[config.mk]
export PLATFORM = sky130hd
export DESIGN_NAME = top_n_nearest_selector_top
export DESIGN_NICKNAME = d
export VERILOG_FILES = /design/src/rtl/core/tnn_pkg.sv /design/src/rtl/core/tnn_datapath.sv /design/src/rtl/core/tnn_ctrl.sv /design/src/rtl/core/top_n_nearest_selector_top.sv
export SDC_FILE = /design/constraint.sdc
export NUM_CORES = 2
export LEC_CHECK = 0
export BUFFER_PORTS_ARGS = -buffer_cell sky130_fd_sc_hd__clkbuf_2
export CORE_ASPECT_RATIO = 1.2
export CORE_MARGIN = 10
export CORE_UTILIZATION = 50
export DETAILED_ROUTE_END_ITERATION = 7
export PLACE_DENSITY = 0.66
export SYNTH_ARGS = -nofsm -noshare
export SYNTH_HDL_FRONTEND = slang
export SYNTH_SLANG_ARGS = --single-unit
[constraint.sdc]
create_clock -name clk -period 12.2 [get_ports clk]
set_clock_uncertainty 0.2 [all_clocks]
set_input_delay 2.44 -clock clk [delete_from_list [all_inputs] [get_ports clk]]
set_output_delay 2.44 -clock clk [all_outputs]
set_load 0.005 [all_outputs]
[src/rtl/core/tnn_pkg.sv]
// ----------------------------------------------------------------------------
// tnn_pkg
// Shared constants and types for the nearest-neighbor selection list.
// ----------------------------------------------------------------------------
package tnn_pkg;

    localparam int MAX_NEIGHBORS = 16;
    localparam int SLOT_W        = (MAX_NEIGHBORS > 1) ? $clog2(MAX_NEIGHBORS) : 1;
    localparam int CNT_W         = $clog2(MAX_NEIGHBORS + 1);
    localparam int CFG_W         = 7;
    localparam int KEY_W         = 32;
    localparam int ID_W          = 32;
    localparam int RANK_W        = 6;

    localparam logic [CFG_W-1:0] NEIGHBORS_RESET = CFG_W'(16);
    localparam logic [KEY_W-1:0] EMPTY_KEY       = '1;

    typedef enum logic [0:0] {
        ST_COLLECT,
        ST_EMIT
    } tnn_state_t;

    typedef struct packed {
        logic              insert_en;
        logic              clear;
        logic              load_out;
        logic [SLOT_W-1:0] out_idx;
        logic              out_last;
        logic [CNT_W-1:0]  n_use;
    } tnn_cmd_t;

endpackage

[src/rtl/core/tnn_datapath.sv]
// ----------------------------------------------------------------------------
// tnn_datapath
// Sorted slot list with parallel compare-and-shift insertion, and the
// result register that the list is read out through.
// ----------------------------------------------------------------------------
module tnn_datapath
    import tnn_pkg::*;
(
    input  logic                clk,
    input  logic                rst_n,
    input  tnn_cmd_t            cmd,
    input  logic [KEY_W-1:0]    cand_distance,
    input  logic [ID_W-1:0]     cand_item_id,
    output logic [RANK_W-1:0]   rank,
    output logic                entry_valid,
    output logic [KEY_W-1:0]    entry_distance,
    output logic [ID_W-1:0]     entry_item_id,
    output logic                last_entry
);

    logic [KEY_W-1:0] dist_reg [MAX_NEIGHBORS];
    logic [ID_W-1:0]  id_reg   [MAX_NEIGHBORS];
    logic [MAX_NEIGHBORS-1:0] valid_reg;

    logic [MAX_NEIGHBORS-1:0] in_use;
    logic [MAX_NEIGHBORS-1:0] lt;
    logic [MAX_NEIGHBORS-1:0] hit;
    logic [MAX_NEIGHBORS-1:0] prior;
    logic [MAX_NEIGHBORS-1:0] first_lt;
    logic [MAX_NEIGHBORS-1:0] ins_before;
    logic [MAX_NEIGHBORS-1:0] shift_en;

    logic [RANK_W-1:0] rank_reg;
    logic              entry_valid_reg;
    logic [KEY_W-1:0]  entry_distance_reg;
    logic [ID_W-1:0]   entry_item_id_reg;
    logic              last_entry_reg;

    // per-slot compare, first stopping slot wins
    always_comb
    begin
        for (int j = 0; j < MAX_NEIGHBORS; j++)
        begin
            in_use[j] = (CNT_W'(j) < cmd.n_use);
            lt[j]     = in_use[j] && (cand_distance < dist_reg[j]);
            hit[j]    = lt[j] || (in_use[j] && (cand_distance == dist_reg[j])
                                  && (cand_item_id == id_reg[j]));
        end
        prior[0]      = 1'b0;
        ins_before[0] = 1'b0;
        for (int j = 1; j < MAX_NEIGHBORS; j++)
        begin
            prior[j]      = prior[j-1] || hit[j-1];
            ins_before[j] = ins_before[j-1] || (lt[j-1] && !prior[j-1]);
        end
        for (int j = 0; j < MAX_NEIGHBORS; j++)
        begin
            first_lt[j] = lt[j] && !prior[j];
            shift_en[j] = in_use[j] && ins_before[j];
        end
    end

    always_ff @(posedge clk or negedge rst_n)
    begin
        if (!rst_n)
        begin
            for (int k = 0; k < MAX_NEIGHBORS; k++)
            begin
                dist_reg[k] <= EMPTY_KEY;
                id_reg[k]   <= '0;
            end
            valid_reg <= '0;
        end
        else if (cmd.clear)
        begin
            for (int k = 0; k < MAX_NEIGHBORS; k++)
            begin
                dist_reg[k] <= EMPTY_KEY;
                id_reg[k]   <= '0;
            end
            valid_reg <= '0;
        end
        else if (cmd.insert_en)
        begin
            for (int k = 0; k < MAX_NEIGHBORS; k++)
            begin
                if (first_lt[k])
                begin
                    dist_reg[k]  <= cand_distance;
                    id_reg[k]    <= cand_item_id;
                    valid_reg[k] <= 1'b1;
                end
                else if (shift_en[k] && (k > 0))
                begin
                    dist_reg[k]  <= dist_reg[(k > 0) ? k - 1 : 0];
                    id_reg[k]    <= id_reg[(k > 0) ? k - 1 : 0];
                    valid_reg[k] <= valid_reg[(k > 0) ? k - 1 : 0];
                end
            end
        end
    end

    // result register
    always_ff @(posedge clk)
    begin
        if (cmd.load_out)
        begin
            rank_reg           <= RANK_W'(cmd.out_idx);
            entry_valid_reg    <= valid_reg[cmd.out_idx];
            entry_distance_reg <= dist_reg[cmd.out_idx];
            entry_item_id_reg  <= id_reg[cmd.out_idx];
            last_entry_reg     <= cmd.out_last;
        end
    end

    assign rank           = rank_reg;
    assign entry_valid    = entry_valid_reg;
    assign entry_distance = entry_distance_reg;
    assign entry_item_id  = entry_item_id_reg;
    assign last_entry     = last_entry_reg;

endmodule

[src/rtl/core/tnn_ctrl.sv]
// ----------------------------------------------------------------------------
// tnn_ctrl
// Handshake control, neighbor-count register and read-out sequencer.
// ----------------------------------------------------------------------------
module tnn_ctrl
    import tnn_pkg::*;
(
    input  logic             clk,
    input  logic             rst_n,
    input  logic             cfg_we,
    input  logic [CFG_W-1:0] cfg_data,
    input  logic             in_valid,
    output logic             in_ready,
    input  logic             last_candidate,
    output logic             out_valid,
    input  logic             out_ready,
    output tnn_cmd_t         cmd
);

    tnn_state_t       state_reg, state_next;
    logic [CFG_W-1:0] neighbors_reg;
    logic [CNT_W-1:0] cnt_reg, cnt_next;
    logic [CNT_W-1:0] n_hold_reg, n_hold_next;
    logic             out_valid_reg, out_valid_next;
    logic [CNT_W-1:0] n_use;
    logic             accept;
    logic             can_load;
    logic             at_end;

    // clamp to 1..MAX_NEIGHBORS
    always_comb
    begin
        if (neighbors_reg == '0)
            n_use = CNT_W'(1);
        else if (neighbors_reg > CFG_W'(MAX_NEIGHBORS))
            n_use = CNT_W'(MAX_NEIGHBORS);
        else
            n_use = CNT_W'(neighbors_reg);
    end

    always_ff @(posedge clk or negedge rst_n)
    begin
        if (!rst_n)
        begin
            state_reg     <= ST_COLLECT;
            neighbors_reg <= NEIGHBORS_RESET;
            cnt_reg       <= '0;
            n_hold_reg    <= CNT_W'(1);
            out_valid_reg <= 1'b0;
        end
        else
        begin
            state_reg     <= state_next;
            cnt_reg       <= cnt_next;
            n_hold_reg    <= n_hold_next;
            out_valid_reg <= out_valid_next;
            if (cfg_we)
                neighbors_reg <= cfg_data;
        end
    end

    always_comb
    begin
        state_next     = state_reg;
        cnt_next       = cnt_reg;
        n_hold_next    = n_hold_reg;
        in_ready       = 1'b0;
        accept         = 1'b0;
        can_load       = !out_valid_reg || out_ready;
        at_end         = (cnt_reg + CNT_W'(1)) == n_hold_reg;
        cmd            = '0;
        cmd.n_use      = n_use;
        cmd.out_idx    = cnt_reg[SLOT_W-1:0];
        cmd.out_last   = at_end;
        out_valid_next = out_valid_reg && !out_ready;

        case (state_reg)
            ST_COLLECT:
            begin
                in_ready      = 1'b1;
                accept        = in_valid;
                cmd.insert_en = accept;
                if (accept && last_candidate)
                begin
                    state_next  = ST_EMIT;
                    cnt_next    = '0;
                    n_hold_next = n_use;
                end
            end
            ST_EMIT:
            begin
                if (can_load)
                begin
                    cmd.load_out   = 1'b1;
                    out_valid_next = 1'b1;
                    cnt_next       = cnt_reg + CNT_W'(1);
                    if (at_end)
                    begin
                        cmd.clear  = 1'b1;
                        state_next = ST_COLLECT;
                    end
                end
            end
            default:
            begin
                state_next = ST_COLLECT;
            end
        endcase
    end

    assign out_valid = out_valid_reg;

endmodule

[src/rtl/core/top_n_nearest_selector_top.sv]
// ----------------------------------------------------------------------------
// top_n_nearest_selector_top
// Keeps the nearest candidates of a query in a sorted list and reports it.
// ----------------------------------------------------------------------------
// A candidate request is taken every cycle while a query is being collected:
// all slots compare against it in parallel and the list shifts in the same
// cycle. The request marked last_candidate is inserted too, then the list is
// read out through the output register (rank 0 first), one slot per cycle
// unless out_ready stalls it, giving neighbors_wanted results clamped to
// 1..16, after which the list is cleared. No input is taken during the
// read-out. A neighbors_wanted write takes effect from the next accepted
// request; the read-out length is fixed when the last request is taken.
module top_n_nearest_selector_top
    import tnn_pkg::*;
(
    input  logic                clk,
    input  logic                rst_n,
    input  logic                cfg_we,
    input  logic [CFG_W-1:0]    cfg_data,
    input  logic                in_valid,
    output logic                in_ready,
    input  logic [KEY_W-1:0]    cand_distance,
    input  logic [ID_W-1:0]     cand_item_id,
    input  logic                last_candidate,
    output logic                out_valid,
    input  logic                out_ready,
    output logic [RANK_W-1:0]   rank,
    output logic                entry_valid,
    output logic [KEY_W-1:0]    entry_distance,
    output logic [ID_W-1:0]     entry_item_id,
    output logic                last_entry
);

    tnn_cmd_t cmd;

    tnn_ctrl u_ctrl (
        .clk            (clk),
        .rst_n          (rst_n),
        .cfg_we         (cfg_we),
        .cfg_data       (cfg_data),
        .in_valid       (in_valid),
        .in_ready       (in_ready),
        .last_candidate (last_candidate),
        .out_valid      (out_valid),
        .out_ready      (out_ready),
        .cmd            (cmd)
    );

    tnn_datapath u_datapath (
        .clk            (clk),
        .rst_n          (rst_n),
        .cmd            (cmd),
        .cand_distance  (cand_distance),
        .cand_item_id   (cand_item_id),
        .rank           (rank),
        .entry_valid    (entry_valid),
        .entry_distance (entry_distance),
        .entry_item_id  (entry_item_id),
        .last_entry     (last_entry)
    );

endmodule
Word level (Yosys, flattened, before mapping). Index checks and enable logic that the tools add are counted. Widths: inputs -> output; s select.

Bits of input ports: 77. Register bits after elaboration: 1129.

Order comparisons: 35. Bitwise gates (word level): 2. Equal/unequal tests: 33. Add/subtract/negate cells: 1. Reduce and logical (&&, ||, !) cells: 175. Muxes and demuxes: 123.

Operators by type and width (number): $mux 32 (66); $mux 512 (4); $eq 32x32->1 (30); $lt 32x32->1 (16); $bmux 32 s4 (2); $logic_and 1x1->1 (78); $reduce_bool 3->1 (15); $logic_or 1x1->1 (44); $lt 4x5->1 const A (8); $mux 1 (40); $reduce_and 2->1 (18); $mux 16 (2); $lt 3x5->1 const A (4); $mux 5 (4); $logic_not 1->1 (17); $lt 1x5->1 const A (2); $lt 2x5->1 const A (2); $pmux 5 s2 (1); $gt 7x5->1 const B (1); $logic_not 7->1 (1); $add 5x1->5 const B (1); $eq 5x5->1 (1); $ge 5x5->1 const B (1); $lt 4x5->1 const B (1); other kinds (8) (10).

Longest topological paths before layout.
Depth in word-level cells: 28. Depth in mapped cells: 18. Gate-level depth less buffers: 13.

Modules after synthesis. From an unflattened synthesis, not the netlist that was laid out.

Cells, all modules: 8036. Area total of the unflattened synthesis: 78536.6 um2.

By module, submodules not included: tnn_datapath (cells each 7953, area an instance 77594.4 um2, times used 1); tnn_ctrl (cells each 83, area an instance 942.2 um2, times used 1).

Worst setup path before layout. No wires, ideal clock.

Path kind: input port to flip-flop. From: input cand_distance[0]. To: register u_datapath.id_reg[206] in the netlist's numbering. Arrival time: 5960 ps. Cell stages on the path: 16. Required time: 11874 ps. Path slack: 5914 ps. Path buffers: 3. Path through: inv_1 clkbuf_1 ha_1 nand4_1 or4_1 or4_1 nor4_1 nor2_1 a21oi_1 o21a_1 o311ai_2 a21boi_2 nor3b_1 buf_4 buf_4 a221o_1.

Cells in the longest elaborated chain, start to end: 17. Elaborated cells on any way between the ends: 96. Those cells by class: 10 x order compare; 9 x eq/ne; 3 x mux; 74 x reduce/logical.

RTL lines: from (decl) (line top_n_nearest_selector_top.sv:22) `input logic [KEY_W-1:0] cand_distance,`; parallel branches: the longest is 17 deep, another holds $lt 32x32->1; to (signal, indexed assignment) (line tnn_datapath.sv:90) `id_reg[k] <= cand_item_id;`; to (signal, indexed assignment) (line tnn_datapath.sv:96) `id_reg[k] <= id_reg[(k > 0) ? k - 1 : 0];`; to (decl) (line tnn_datapath.sv:22) `logic [ID_W-1:0] id_reg [MAX_NEIGHBORS];`.

Several ways; the timed one is not identified. The select of a mux whose other input is x is not followed. A chain may end at the register's enable or synchronous reset.

Worst setup path in the final report.
From: input cand_distance[13]. To: register u_datapath.dist_reg[79] in the netlist's numbering.

Cells in the longest elaborated chain, start to end: 21. Elaborated cells on any way between the ends: 136. Those cells by class: 14 x order compare; 13 x eq/ne; 3 x mux; 106 x reduce/logical.

RTL lines: parallel branches: the longest is 21 deep, another holds $lt 32x32->1; to (signal, indexed assignment) (line tnn_datapath.sv:89) `dist_reg[k] <= cand_distance;`; to (signal, indexed assignment) (line tnn_datapath.sv:95) `dist_reg[k] <= dist_reg[(k > 0) ? k - 1 : 0];`; to (decl) (line tnn_datapath.sv:21) `logic [KEY_W-1:0] dist_reg [MAX_NEIGHBORS];`.

Several ways; the timed one is not identified. The select of a mux whose other input is x is not followed.

==> impl_metrics.ini <==
[detailed_routing]
viasPerCell = 6.99
wl_per_cell_um = 36.7
wirelength_um = 359000
dr.pass1.iters = 8
vias = 68400
drtIter0Drc = 10400
drc = 15
antenna_left = 0

[power]
p_total_mw = 23.6
vdd_drop_max_mv = 0.216
p_leak_nw = 39.2
powerDensity_nw_per_um2 = 278

[clock_tree]
cts-buffers-inserted = 132
cts_tree = yes
cts_root_buf = clkbuf_16
clock_latency_ns = 0.86
postCtsSetupBuffers = 0
clock_sinks = 1129
ctsHtreeMaxLevel = 4
cts_hold_buf = 0
clk_pin_slew_ns = 0.06
cts_resized = 0
ctsLongestPathBuffers = 3

[timing]
maxSlewViolCount = 6
setup_ws_ns = 2.03
slew_headroom = -0.103
holdWs_ns = 0.274
hold_viol_final = 0
grt_setup_unrepaired = false
period_needed_ns = 10.17
setup_viol = 0
tightest_slew_ns = 1.64
setup_tns_ns = 0
clock.fmax_ghz = 0.0983
fin_crit_sh = 0.834

[logic_synthesis]
synth_top_cells_by_area = dfrtp_1 (17%), dfstp_2 (17%), mux4_2 (9.4%)
ys_seq_area_frac = 0.374
synth_flop_cell = dfrtp_1
synth.most_common_cell = inv_1
syn_avg_cell_area_um2 = 9.97
synth.distinct_cells = 84
async_reset_ff_frac = 0.938
synth_top_area_frac = 0.174
yosysTopAreaCell = dfrtp_1
synth_edf_count = 70
synth-seq-cells = 1129
yosys-top-cells-count = inv_1 (628), dfrtp_1 (545), dfstp_2 (514)
syn-instance-count = 7839
ys_warn_count = 0
synth_area_um2 = 78200

[status]
status = finished with violations
failed_checks = design-rule violations, max-capacitance violations, max-slew violations

[global_route]
antenna_found_initial = 28
first_global_vias = 65400
grt_max_degree = 180
grt_pass1_wl_um = 505000
grt_usage = 0.405
grt.overflow.total = 0

[die]
die_area_um2 = 173000
die_w_um = 381
core_area_um2 = 155000
die_h_um = 453
ios = 151
start_util = 0.504
rows = 158

[cells_and_area]
final_core_util = 0.548
final_area_um2 = 84900
stdcell_count = 9792
area_growth_pct = 8.61
final_nets = 8179
drive_gt1_frac = 0.192

[placement]
dp_hpwl_um = 246000
io_buffers = 148
dp.cells = 9534
pre_cts_ws_ns = 1.78
gp_routability_congestion = 1.11
place_area_um2 = 80200

[worst_setup_path]
worstPathArrival_ns = 10.72
cp.required_ns = 12.75
cp-start-kind = input port
cp-end-kind = register
cp_max_fo = 37
path_class = input port to register

[flow_run]
cap_violations = 3

[hold_path]
hold_class = register to register
[per-layer routing]
layer | track usage | share of wire
met5 | 0 | 0.00034
met4 | 0.344 | 0.11
met3 | 0.101 | 0.094
met2 | 0.625 | 0.45
met1 | 0.471 | 0.35
[path summary, 6_finish.rpt]
path / depth (start not counted) / to / from / slack (ns)
setup / recovery: 15 / u_datapath.dist_reg[79] / cand_distance[13] / 2.03
hold reg to reg: 2 / u_ctrl.n_hold_reg[0] / u_ctrl.n_hold_reg[0] / 0.27
hold / removal: 2 / u_ctrl.n_hold_reg[0] / u_ctrl.n_hold_reg[0] / 0.27
max in group asynchronous: 3 / u_datapath.id_reg[406] / rst_n / 8.12
min in group asynchronous: 1 / u_ctrl.neighbors_reg[5] / rst_n / 1.42
setup reg to reg: 15 / u_datapath.dist_reg[79] / u_datapath.dist_reg[396] / 3.57
[layout make-up]
cell class / instances / area [um2]
Antenna cell: 12 / 30.0
Inverter: 628 / 2360
Clock buffer: 184 / 3810
Fill cell: 13800 / 70100
Timing Repair Buffer: 299 / 2020
Multi-Input combinational cell: 5400 / 44100
Clock inverter: 60 / 737
Tap cell: 2080 / 2600
Sequential cell: 1129 / 29300
[critical path, cell delays in order]
cell,delay [ns]
clkbuf_2,0.39
ha_1,0.47
nand4_1,0.23
nor3_1,1.14
nand3_1,0.73
nor4_1,1.43
a21oi_1,0.11
and2_1,0.26
nand3_4,0.08
buf_4,0.64
o311ai_2,0.51
nand2b_1,0.39
nand2_4,0.76
buf_4,0.75
mux2i_1,0.29
[cell families after synthesis]
logic type / synth area share
simple gates: 0.108
compound gates: 0.152
buf+inv: 0.0674
flops: 0.374
mux: 0.161
fa+ha+maj: 0.0820
xor+xnor: 0.0547
other cells: 0.0000480
[power by group]
group	total, mW	internal (mW)	switching, mW	leakage [nW]
registers	8.04	6.07	1.97	13.0
logic	11.3	4.44	6.89	23.9
clock network	4.27	2.43	1.84	2.24
total	23.6	12.9	10.7	39.2
[placed cells by master, fill, tap and decap left out, types with 137 or more instances in the layout]
cell type / Yosys / final
nor3_1: 169 / 167
ha_1: 512 / 512
nand4_1: 145 / 145
inv_1: 628 / 627
xor2_1: 350 / 349
a211oi_1: 159 / 158
mux4_2: 325 / 325
nand3_1: 202 / 201
clkbuf_2: 0 / 147
nor2_1: 483 / 478
dfstp_2: 514 / 514
nand2_1: 468 / 464
o21ai_0: 318 / 317
dfrtp_1: 545 / 541
a21oi_1: 483 / 481
mux2i_1: 482 / 482
buf_4: 25 / 137
Power figures use the tool's default switching activity.
